==> src/rtl/sfh_pkg.sv <==
// Shared types and mixing functions for the streaming string hash.
// Used by sfh_accum, sfh_final and the top level superfast_string_hash.
// No dependencies.
package sfh_pkg;

  // Count of held bytes, 0 to 3.
  typedef logic [1:0] cnt_t;

  // Codes for the number of leftover bytes at the end of a message.
  localparam cnt_t CntNone  = 2'd0;
  localparam cnt_t CntOne   = 2'd1;
  localparam cnt_t CntTwo   = 2'd2;
  localparam cnt_t CntThree = 2'd3;

  // Snapshot of a finished message, handed from the accumulator to the finisher.
  typedef struct packed {
    logic [31:0] acc;
    logic [23:0] held;
    cnt_t        cnt;
  } fin_item_t;

  // Sign-extend one byte to 32 bits, as a signed char would be.
  function automatic logic [31:0] sext8(input logic [7:0] b);
    sext8 = {{24{b[7]}}, b};
  endfunction

  // Main round over one group of four bytes split into two 16-bit halves.
  function automatic logic [31:0] main_round(input logic [31:0] h_in,
                                             input logic [15:0] lo,
                                             input logic [15:0] hi);
    logic [31:0] h;
    logic [31:0] t;
    h = h_in + {16'd0, lo};
    t = ({16'd0, hi} << 11) ^ h;
    h = (h << 16) ^ t;
    h = h + (h >> 11);
    main_round = h;
  endfunction

  // Tail rule for the one to three bytes left over at the end.
  function automatic logic [31:0] tail_mix(input logic [31:0] h_in,
                                           input logic [23:0] held,
                                           input cnt_t        cnt);
    logic [31:0] h;
    h = h_in;
    case (cnt)
      CntThree: begin
        h = h + {16'd0, held[15:0]};
        h = h ^ (h << 16);
        h = h ^ (sext8(held[23:16]) << 18);
        h = h + (h >> 11);
      end
      CntTwo: begin
        h = h + {16'd0, held[15:0]};
        h = h ^ (h << 11);
        h = h + (h >> 17);
      end
      CntOne: begin
        h = h + sext8(held[7:0]);
        h = h ^ (h << 10);
        h = h + (h >> 1);
      end
      default: begin
        h = h_in;
      end
    endcase
    tail_mix = h;
  endfunction

  // First half of the avalanche: three steps.
  function automatic logic [31:0] aval_lo(input logic [31:0] h_in);
    logic [31:0] h;
    h = h_in ^ (h_in << 3);
    h = h + (h >> 5);
    h = h ^ (h << 4);
    aval_lo = h;
  endfunction

  // Second half of the avalanche: the remaining three steps.
  function automatic logic [31:0] aval_hi(input logic [31:0] h_in);
    logic [31:0] h;
    h = h_in + (h_in >> 17);
    h = h ^ (h << 25);
    h = h + (h >> 6);
    aval_hi = h;
  endfunction

endpackage

==> src/rtl/superfast_string_hash.sv <==
// Streaming 32-bit string hash, one message byte per word on the input channel.
// Top level; instantiates sfh_accum and sfh_final. Depends on sfh_pkg.
//
// Input channel: one message byte per word in in_tdata; in_tlast marks the
// final byte of a message; in_tuser set means an empty message (the byte is
// ignored, any bytes of a message in progress are dropped, and the hash is 0).
// Output channel: one word per message on out_tdata, the 32-bit hash.
// Throughput: one input word every cycle while in_tready is high; a new message
// may start on the cycle after the previous last byte. Every four bytes a main
// round runs in the same cycle that takes the fourth byte.
// The snapshot register loads on the edge that accepts the last byte; then the
// tail register and the two avalanche registers load in turn, and the hash
// appears on out_tvalid from the last of them.
// Reset: rst_n low for one clock clears the hash state and all pipeline valid
// flags; no output word is pending afterwards.
// Stall: when out_tready is low the pipeline fills up and holds its words;
// in_tready falls only once the snapshot register is held as well. Non-final
// bytes are taken whenever in_tready is high.
module superfast_string_hash import sfh_pkg::*; (
  input  logic        clk,
  input  logic        rst_n,
  input  logic        in_tvalid,
  output logic        in_tready,
  input  logic [7:0]  in_tdata,   // [7:0] data_byte
  input  logic        in_tlast,
  input  logic        in_tuser,   // [0] empty_message
  output logic        out_tvalid,
  input  logic        out_tready,
  output logic [31:0] out_tdata   // [31:0] hash_value
);

  logic      fin_valid;
  logic      fin_ready;
  fin_item_t fin_item;

  // Byte gathering and running state.
  sfh_accum u_accum (
    .clk           (clk),
    .rst_n         (rst_n),
    .byte_valid    (in_tvalid),
    .byte_ready    (in_tready),
    .data_byte     (in_tdata),
    .last_byte     (in_tlast),
    .empty_message (in_tuser),
    .fin_valid     (fin_valid),
    .fin_ready     (fin_ready),
    .fin_item      (fin_item)
  );

  // Tail rule and avalanche, ending in the output register.
  sfh_final u_final (
    .clk        (clk),
    .rst_n      (rst_n),
    .fin_valid  (fin_valid),
    .fin_ready  (fin_ready),
    .fin_item   (fin_item),
    .hash_valid (out_tvalid),
    .hash_ready (out_tready),
    .hash_value (out_tdata)
  );

endmodule

==> src/rtl/sfh_accum.sv <==
// Byte gathering and main mixing rounds; holds the running hash state.
// Emits one finished-message snapshot per message. Depends on sfh_pkg.
module sfh_accum import sfh_pkg::*; (
  input  logic       clk,
  input  logic       rst_n,
  input  logic       byte_valid,
  output logic       byte_ready,
  input  logic [7:0] data_byte,
  input  logic       last_byte,
  input  logic       empty_message,
  output logic       fin_valid,
  input  logic       fin_ready,
  output fin_item_t  fin_item
);

  logic [31:0] acc_r, acc_nxt;
  logic [23:0] held_r, held_nxt;
  cnt_t        cnt_r, cnt_nxt;
  logic        fin_valid_r, fin_valid_nxt;
  fin_item_t   fin_r, fin_nxt;
  logic        accept;
  logic        emit;
  logic [31:0] acc_upd;
  logic [23:0] held_upd;
  cnt_t        cnt_upd;

  // The snapshot register frees up whenever the finisher takes its word.
  assign byte_ready = !fin_valid_r || fin_ready;
  assign accept     = byte_valid && byte_ready;
  assign emit       = accept && (last_byte || empty_message);

  // Fold in the byte, or run a main round on a full group; empty clears the state.
  always_comb begin
    acc_upd  = acc_r;
    held_upd = held_r;
    cnt_upd  = cnt_r + 2'd1;
    case (cnt_r)
      CntNone:  held_upd[7:0]   = data_byte;
      CntOne:   held_upd[15:8]  = data_byte;
      CntTwo:   held_upd[23:16] = data_byte;
      CntThree: begin
        acc_upd  = main_round(acc_r, held_r[15:0], {data_byte, held_r[23:16]});
        held_upd = '0;
        cnt_upd  = CntNone;
      end
      default: begin
        held_upd = held_r;
      end
    endcase
    if (empty_message) begin
      acc_upd  = '0;
      held_upd = '0;
      cnt_upd  = CntNone;
    end
  end

  // Next state; a finished or empty message returns the state to its reset values.
  always_comb begin
    acc_nxt       = acc_r;
    held_nxt      = held_r;
    cnt_nxt       = cnt_r;
    fin_nxt       = fin_r;
    fin_valid_nxt = fin_valid_r && !fin_ready;
    if (accept) begin
      acc_nxt  = acc_upd;
      held_nxt = held_upd;
      cnt_nxt  = cnt_upd;
    end
    if (emit) begin
      fin_nxt.acc   = acc_upd;
      fin_nxt.held  = held_upd;
      fin_nxt.cnt   = cnt_upd;
      fin_valid_nxt = 1'b1;
      acc_nxt       = '0;
      held_nxt      = '0;
      cnt_nxt       = CntNone;
    end
  end

  always_ff @(posedge clk) begin
    if (!rst_n) begin
      acc_r       <= '0;
      held_r      <= '0;
      cnt_r       <= CntNone;
      fin_valid_r <= 1'b0;
    end else begin
      acc_r       <= acc_nxt;
      held_r      <= held_nxt;
      cnt_r       <= cnt_nxt;
      fin_valid_r <= fin_valid_nxt;
    end
  end

  // Snapshot payload needs no reset.
  always_ff @(posedge clk) begin
    fin_r <= fin_nxt;
  end

  assign fin_valid = fin_valid_r;
  assign fin_item  = fin_r;

endmodule

==> src/rtl/sfh_final.sv <==
// Finishing pipeline: tail rule, then the avalanche over two stages.
// The last stage is the output register. Depends on sfh_pkg.
module sfh_final import sfh_pkg::*; (
  input  logic        clk,
  input  logic        rst_n,
  input  logic        fin_valid,
  output logic        fin_ready,
  input  fin_item_t   fin_item,
  output logic        hash_valid,
  input  logic        hash_ready,
  output logic [31:0] hash_value
);

  logic        v1_r, v2_r, v3_r;
  logic [31:0] h1_r, h2_r, h3_r;
  logic        load1, load2, load3;
  logic        free1, free2, free3;

  // Each stage moves on when the stage after it is empty or emptying.
  assign free3 = !v3_r || hash_ready;
  assign load3 = v2_r && free3;
  assign free2 = !v2_r || load3;
  assign load2 = v1_r && free2;
  assign free1 = !v1_r || load2;
  assign load1 = fin_valid && free1;

  assign fin_ready = free1;

  always_ff @(posedge clk) begin
    if (!rst_n) begin
      v1_r <= 1'b0;
      v2_r <= 1'b0;
      v3_r <= 1'b0;
    end else begin
      if (free1) begin
        v1_r <= fin_valid;
      end
      if (free2) begin
        v2_r <= v1_r;
      end
      if (free3) begin
        v3_r <= v2_r;
      end
    end
  end

  // Stage data: tail rule, first avalanche half, second avalanche half.
  always_ff @(posedge clk) begin
    if (load1) begin
      h1_r <= tail_mix(fin_item.acc, fin_item.held, fin_item.cnt);
    end
    if (load2) begin
      h2_r <= aval_lo(h1_r);
    end
    if (load3) begin
      h3_r <= aval_hi(h2_r);
    end
  end

  assign hash_valid = v3_r;
  assign hash_value = h3_r;

endmodule

==> config.mk <==
export PLATFORM = sky130hd
export DESIGN_NAME = superfast_string_hash
export DESIGN_NICKNAME = d
export VERILOG_FILES = /design/src/rtl/sfh_pkg.sv /design/src/rtl/superfast_string_hash.sv /design/src/rtl/sfh_accum.sv /design/src/rtl/sfh_final.sv
export SDC_FILE = /design/constraint.sdc
export NUM_CORES = 1
export LEC_CHECK = 0
export BUFFER_PORTS_ARGS = -buffer_cell sky130_fd_sc_hd__buf_2
export CORE_ASPECT_RATIO = 2
export CORE_MARGIN = 2
export CORE_UTILIZATION = 24
export DETAILED_ROUTE_END_ITERATION = 8
export MAX_ROUTING_LAYER = met4
export PLACE_DENSITY = 0.49
export REMOVE_ABC_BUFFERS = 1
export SLEW_MARGIN = 10
export SYNTH_ARGS = -nofsm -noshare
export SYNTH_HDL_FRONTEND = slang
export SYNTH_HIERARCHICAL = 1
export SYNTH_SLANG_ARGS = --single-unit
==> constraint.sdc <==
create_clock -name clk -period 6 [get_ports clk]
set_clock_uncertainty 0.15 [all_clocks]
set_input_delay 0.3 -clock clk [delete_from_list [all_inputs] [get_ports clk]]
set_output_delay 0.3 -clock clk [all_outputs]
set_load 0.005 [all_outputs]
-- After elaboration in Yosys (flattened, before gate mapping)
Index checks and enable logic that the tools add are counted.
- bits of input ports: 14
- output and inout bits: 34
- word-level logic and storage cells: 68
- bits in registers: 216
- mux-type cells: 10
- $add $sub $neg: 11
- reduce and logical (&&, ||, !) cells: 18
- eq/ne operators: 6
- bitwise operators: 10
- operators with widths (cell ; number):
    $xor 32x32->32 ; 8
    $pmux 32 s3 ; 1
    $add 32x15->32 ; 2
    $add 32x16->32 ; 2
    $add 32x21->32 ; 2
    $mux 32 ; 2
    $pmux 8 s2 ; 3
    $add 32x26->32 ; 1
    $add 32x27->32 ; 1
    $add 32x31->32 ; 1
    $add 32x32->32 ; 1
    $xor 27x32->32 ; 1
    $mux 24 ; 1
    $eq 2x2->1 const B ; 4
    $logic_and 1x1->1 ; 6
    $logic_not 1->1 ; 5
    $logic_or 1x1->1 ; 5
    $eq 2x1->1 const B ; 2
    $mux 2 ; 2
    $add 2x1->2 const B ; 1
    $logic_not 2->1 ; 1
    $reduce_or 2->1 ; 1
    $mux 1 ; 1
    $not 1->1 ; 1

-- Depth between registers and ports, before layout
- word-level depth: 10
- depth in mapped cells: 26
- mapped depth without buffers: 26

-- Hierarchy
The synthesis kept the hierarchy.
- modules (own cells, without submodules) (module ; times used ; seq. area each (sq um) ; cells an instance ; area an instance (sq um)):
    sfh_final ; 1 ; 2942.8 ; 1571 ; 14283.7
    sfh_accum ; 1 ; 2922.8 ; 848 ; 7462.2

-- Least setup slack after synthesis
Ideal clock, no wire load.
- path type: register to register
- start point: register u_accum.fin_r (netlist bit u_accum/fin_item[26])
- end point: register u_final.h1_r[23] (data pin)
- slack: -0.129 ns
- period minus slack after synthesis: 6.129 ns
- buffers on the path: 1
- stages on the path, launching flop included: 24
- library setup time: 0.272 ns
- data arrival time: 5.708 ns
- data required time: 5.578 ns
- path through: edfxtp_1 > ha_1 > fa_1 > a211oi_1 > nor3_2 > or4b_1 > a31oi_2 > o41a_1 > buf_4 > nor2_1 > xnor3_1 > ha_1 > a21o_1 > a21oi_1 > o21bai_1 > a21oi_1 > o21ai_0 > a211oi_1 > nor4_1 > o31a_1 > o21ai_1 > nor2_1 > xnor2_1 > mux4_2
- word-level cells in the longest chain between the ends: 5
- elaborated cells on any way between the ends: 10
- classes of those cells: add/sub: 5; mux: 1; bitwise: 4
- RTL lines (what ; RTL line ; text):
    start: declaration ; sfh_accum.sv:20 ; fin_item_t fin_r, fin_nxt;
    start signal: assignment ; sfh_accum.sv:96 ; fin_r <= fin_nxt;
    $add 32x16->32 ; sfh_pkg.sv:48, sfh_pkg.sv:54 ;
    $xor 32x32->32 ; sfh_pkg.sv:49 ; h = h ^ (h << 16);
    $xor 32x32->32 ; sfh_pkg.sv:50 ; h = h ^ (sext8(held[23:16]) << 18);
    $add 32x21->32 ; sfh_pkg.sv:51 ; h = h + (h >> 11);
    $pmux 32 s3 * ; sfh_pkg.sv:46 ; case (cnt)
    end signal: assignment ; sfh_final.sv:50 ; h1_r <= tail_mix(fin_item.acc, fin_item.held, fin_item.cnt);
    end: declaration ; sfh_final.sv:15 ; logic [31:0] h1_r, h2_r, h3_r;
Mark *: on every way between the ends. The rest lies on a longest branch, timed or not.
A chain may end at the register's enable or synchronous reset.

-- Worst setup path after layout
- start point: register u_accum.fin_r (netlist bit u_accum/fin_item[26])
- end point: register u_final.h1_r[28] (data pin)
Same word-level chain as after synthesis.

==> impl_metrics.csv <==
group,metric,value,unit
outcome,status,"finished clean",
drt,viasPerCell,4.882,
yosys,synth.avg_cell_area,8.990,um2
yosys,synthDistinctLibCells,108,
clock_tree,clk_pin_slew_worst_paths,0.07,ns
yosys,synth_top_area_share,21.27,%
pwr,p_leak,11.17,nW
critical_path,worstSetupStartpointType,"flip-flop",
yosys,synthCells,2419,
floorplan,pin_count,48,
global_routing,grt_pass1_vias,20576,
yosys,netlist_area,21750,um2
pwr,ir_drop,0.0002197,V
clock_tree,htree_levels,1,
clock_tree,ctsRootBufferMaster,"clkbuf_16",
final_layout,stdcell_area,27490,um2
global_routing,overflow,0,
global_routing,antenna_found_initial,1,
floorplan,rows,156,
critical_path,rr_endpoint,"u_final/h1_r[28]",
critical_path,reg2reg_slack,0.14,ns
clock_tree,numCtsBuffers,25,
yosys,yosysWarnings,6,
critical_path,crit_top_cell,"buf_4",
timing,setup_viol,0,
drt,wl_per_cell,20.71,um
critical_path,r2r.worst_path.cells,28,
final_layout,drive_above_1_share,22.85,%
critical_path,end_kind,"flip-flop",
yosys,yosysTopAreaCell,"edfxtp_1",
critical_path,max_stage_delay,0.53,ns
final_layout,fin_nets,3041,
final_layout,syn_to_final_growth,26.40,%
flow_run,maxCapViolCount,0,
floorplan,dieHeight,429.7,um
critical_path,worst-path-max-fanout,4,
critical_path,crit_path_top_delay_cell,"or4b_4",
timing,max_freq,0.1707,GHz
global_routing,grt_pass1_wl,121.8,mm
placement,dp_hpwl,70.32,mm
yosys,synthTopCellsByArea,"edfxtp_1, ha_1, xnor2_1, xor2_1, dfxtp_1",
pwr,clkPwrFrac,12.2,%
timing,finalMaxSlewViolations,0,
drt,dr.pass1.iters,5,
clock_tree,clock_path_buffers,3,
drt,vias,19572,
yosys,synth_edf_count,154,
drt,drc,0,
drt,wirelength,83.03,mm
yosys,post-synth-top-count-cell,"xnor2_1",
critical_path,worstSetupPathType,"flip-flop to flip-flop",
critical_path,crit_required,6.16,ns
clock_tree,clock-sinks,216,
placement,placed_cell_area,25820,um2
drt,m1WireLength,24.54,mm
pwr,pwr_density_cell,430.2,nW/um2
pwr,p_sw,5.208,mW
yosys,synthArstFlopShare,0,%
critical_path,endpoint,"u_final/h1_r[28]",
yosys,ys_seq_area_share,26.97,%
timing,period_minus_slack,5.858,ns
worst_hold_path,min_path_type,"input pin to flip-flop",
timing,tightest_slew,1.143,ns
drt,dr.first_iter.drc_count,1023,
pwr,p_sw_share,44.04,%
global_routing,grt_max_degree,59,
pwr,internal_power,6.616,mW
clock_tree,cts_tree,"done",
floorplan,die_w,216.8,um
timing,relSlewSlack,23.61,%
yosys,ys_seq_elements,216,
critical_path,reg2reg_from,"u_accum/fin_item[26]",
drt,top_layer,"met4",
critical_path,critical_path.startpoint,"u_accum/fin_item[26]",
floorplan,dieArea,93180,um2
yosys,synth_ff_type,"edfxtp_1",
yosys,synth.top_cells.by_count,"xnor2_1, a21oi_1, nand2_1, ha_1, nor2_1",
floorplan,coreArea,90180,um2
placement,io_buffers,47,
critical_path,critPathArrivalTime,6.02,ns
timing,rsz0062_at_grt,"yes",
pwr,combPwrFrac,69.3,%
global_routing,grtUsageTotal,18.06,%
placement,gp_congestion,0.9845,
floorplan,start_util,24.11,%
drt,ant_nets,0,
pwr,seqPwrFrac,18.5,%
timing,fin_crit_sh,97.63,%
drt,wl_met3,1.926,mm
pwr,power,11.82,mW
timing,report.final.hold_viol_count,0,
drt,met2_length,47.23,mm
clock_tree,insertion_delay,0.57,ns
-- per-stage QoR --
step           setup TNS (ns)  util (%)  std cells  worst slack, ns  hold slack (ns)
6_report                    0     30.48       4009           0.1424          0.04757
3_3_place_gp           -1.027     28.63       3934          -0.1254           0.3105
3_5_place_dp           -1.738     28.63       3934          -0.1676           0.3163
4_1_cts             -0.004984     29.64       3986        -0.004984          0.02106
5_1_grt               -0.2632     30.48       4009         -0.08599          0.02815
2_1_floorplan          -1.045         -       2356          -0.2413           0.2678
-- cells in the final DEF (no fill, tap or decap), types with 22 or more instances in the layout --
cell       netlist  final
buf_4            1    369
xnor2_1        255    243
nand2_1        224    224
a21oi_1        238    220
ha_1           214    204
nor2_1         168    166
xor2_1         162    156
edfxtp_1       154    154
inv_1           89     86
o21ai_0         89     77
a21o_1          67     67
dfxtp_1         62     62
nand3_1         50     49
buf_2            2     47
nor3_1          45     40
and3_1          30     30
nor2b_1         31     29
o21bai_1        31     28
nand2b_1        27     26
clkbuf_16        0     25
o21a_1          25     25
nand4_1         22     22
-- what timing repair did --
item | in CTS | in global routing
hold buffers | 1 | 0
pin swaps | 7 | 34
buffers inserted | 5 | 23
cloned | 0 | 0
endpoints found under the hold margin | 8 | 0
endpoints found under the setup margin | 18 | 33
resized for setup | 21 | 111
-- flip-flops by register name, indices dropped and copies added, names as in the netlist --
name and cells:
u_accum/held_r 24, u_final/v1_r 1, u_accum/cnt_r 2, u_final/v2_r 1, u_accum/fin_item 58, u_final/hash_valid 1, u_final/h1_r 32, u_final/h2_r 32
u_accum/fin_valid 1, u_final/hash_value 32, u_accum/acc_r 32
-- cell families after synthesis --
| kind of cell | synth area share [%] |
|---|---|
| flip-flops | 26.97 |
| adder cells (fa/ha/maj) | 13.19 |
| multiplexers | 2.888 |
| buffers and inverters | 2.975 |
| AO/OA/AOI/OAI | 19.61 |
| XOR/XNOR | 18.25 |
| AND/OR/NAND/NOR | 16.12 |
-- metal layers --
layer	GRT usage, %	vias to the layer above
met2	36.15	451
met1	13.54	9252
met3	1.633	278
li1	-	9591
met5	-	-
met4	17.09	0
-- worst min path at each step --
stage / start / to / depth (start not counted)
global placement: u_accum/acc_r[8] / u_accum/acc_r[8] / 2
finish: in_tdata[0] / u_accum/fin_item[2] / 2
CTS: in_tdata[0] / u_accum/fin_item[2] / 2
detailed placement: u_accum/held_r[13] / u_accum/held_r[13] / 2
global route: in_tdata[0] / u_accum/fin_item[2] / 2
floorplan: rst_n / u_final/hash_valid / 1
-- worst max-delay path, delay by kind of cell, from the launching register on --
family | cells | cell delay, ns
buf+inv | 4 | 0.62
flops | 1 | 0.40
xor+xnor | 3 | 0.49
compound gates | 11 | 2.03
fa+ha+maj | 3 | 0.80
simple gates | 7 | 1.10
-- cell type report --
type                       instances  area [um2]
sequential                       216        5866
tap                             1185        1483
inverter                          91       341.6
fill                            9689       62690
multi-input combinational       2049       15960
clock buffer                      26       629.4
clock inverter                    20       127.6
antenna                            1       2.502
timing repair buffer             421        3078
-- power groups by stage --
stage	sequential, mW	combinational [mW]	clock (mW)
2_1_floorplan	2.19	4.95	0
4_1_cts	2.19	7.88	1.49
6_report	2.19	8.19	1.44
3_3_place_gp	2.22	7.77	0
5_1_grt	2.20	8.96	1.55
3_5_place_dp	2.23	7.77	0
No activity file was read; power rests on OpenSTA's default activity.
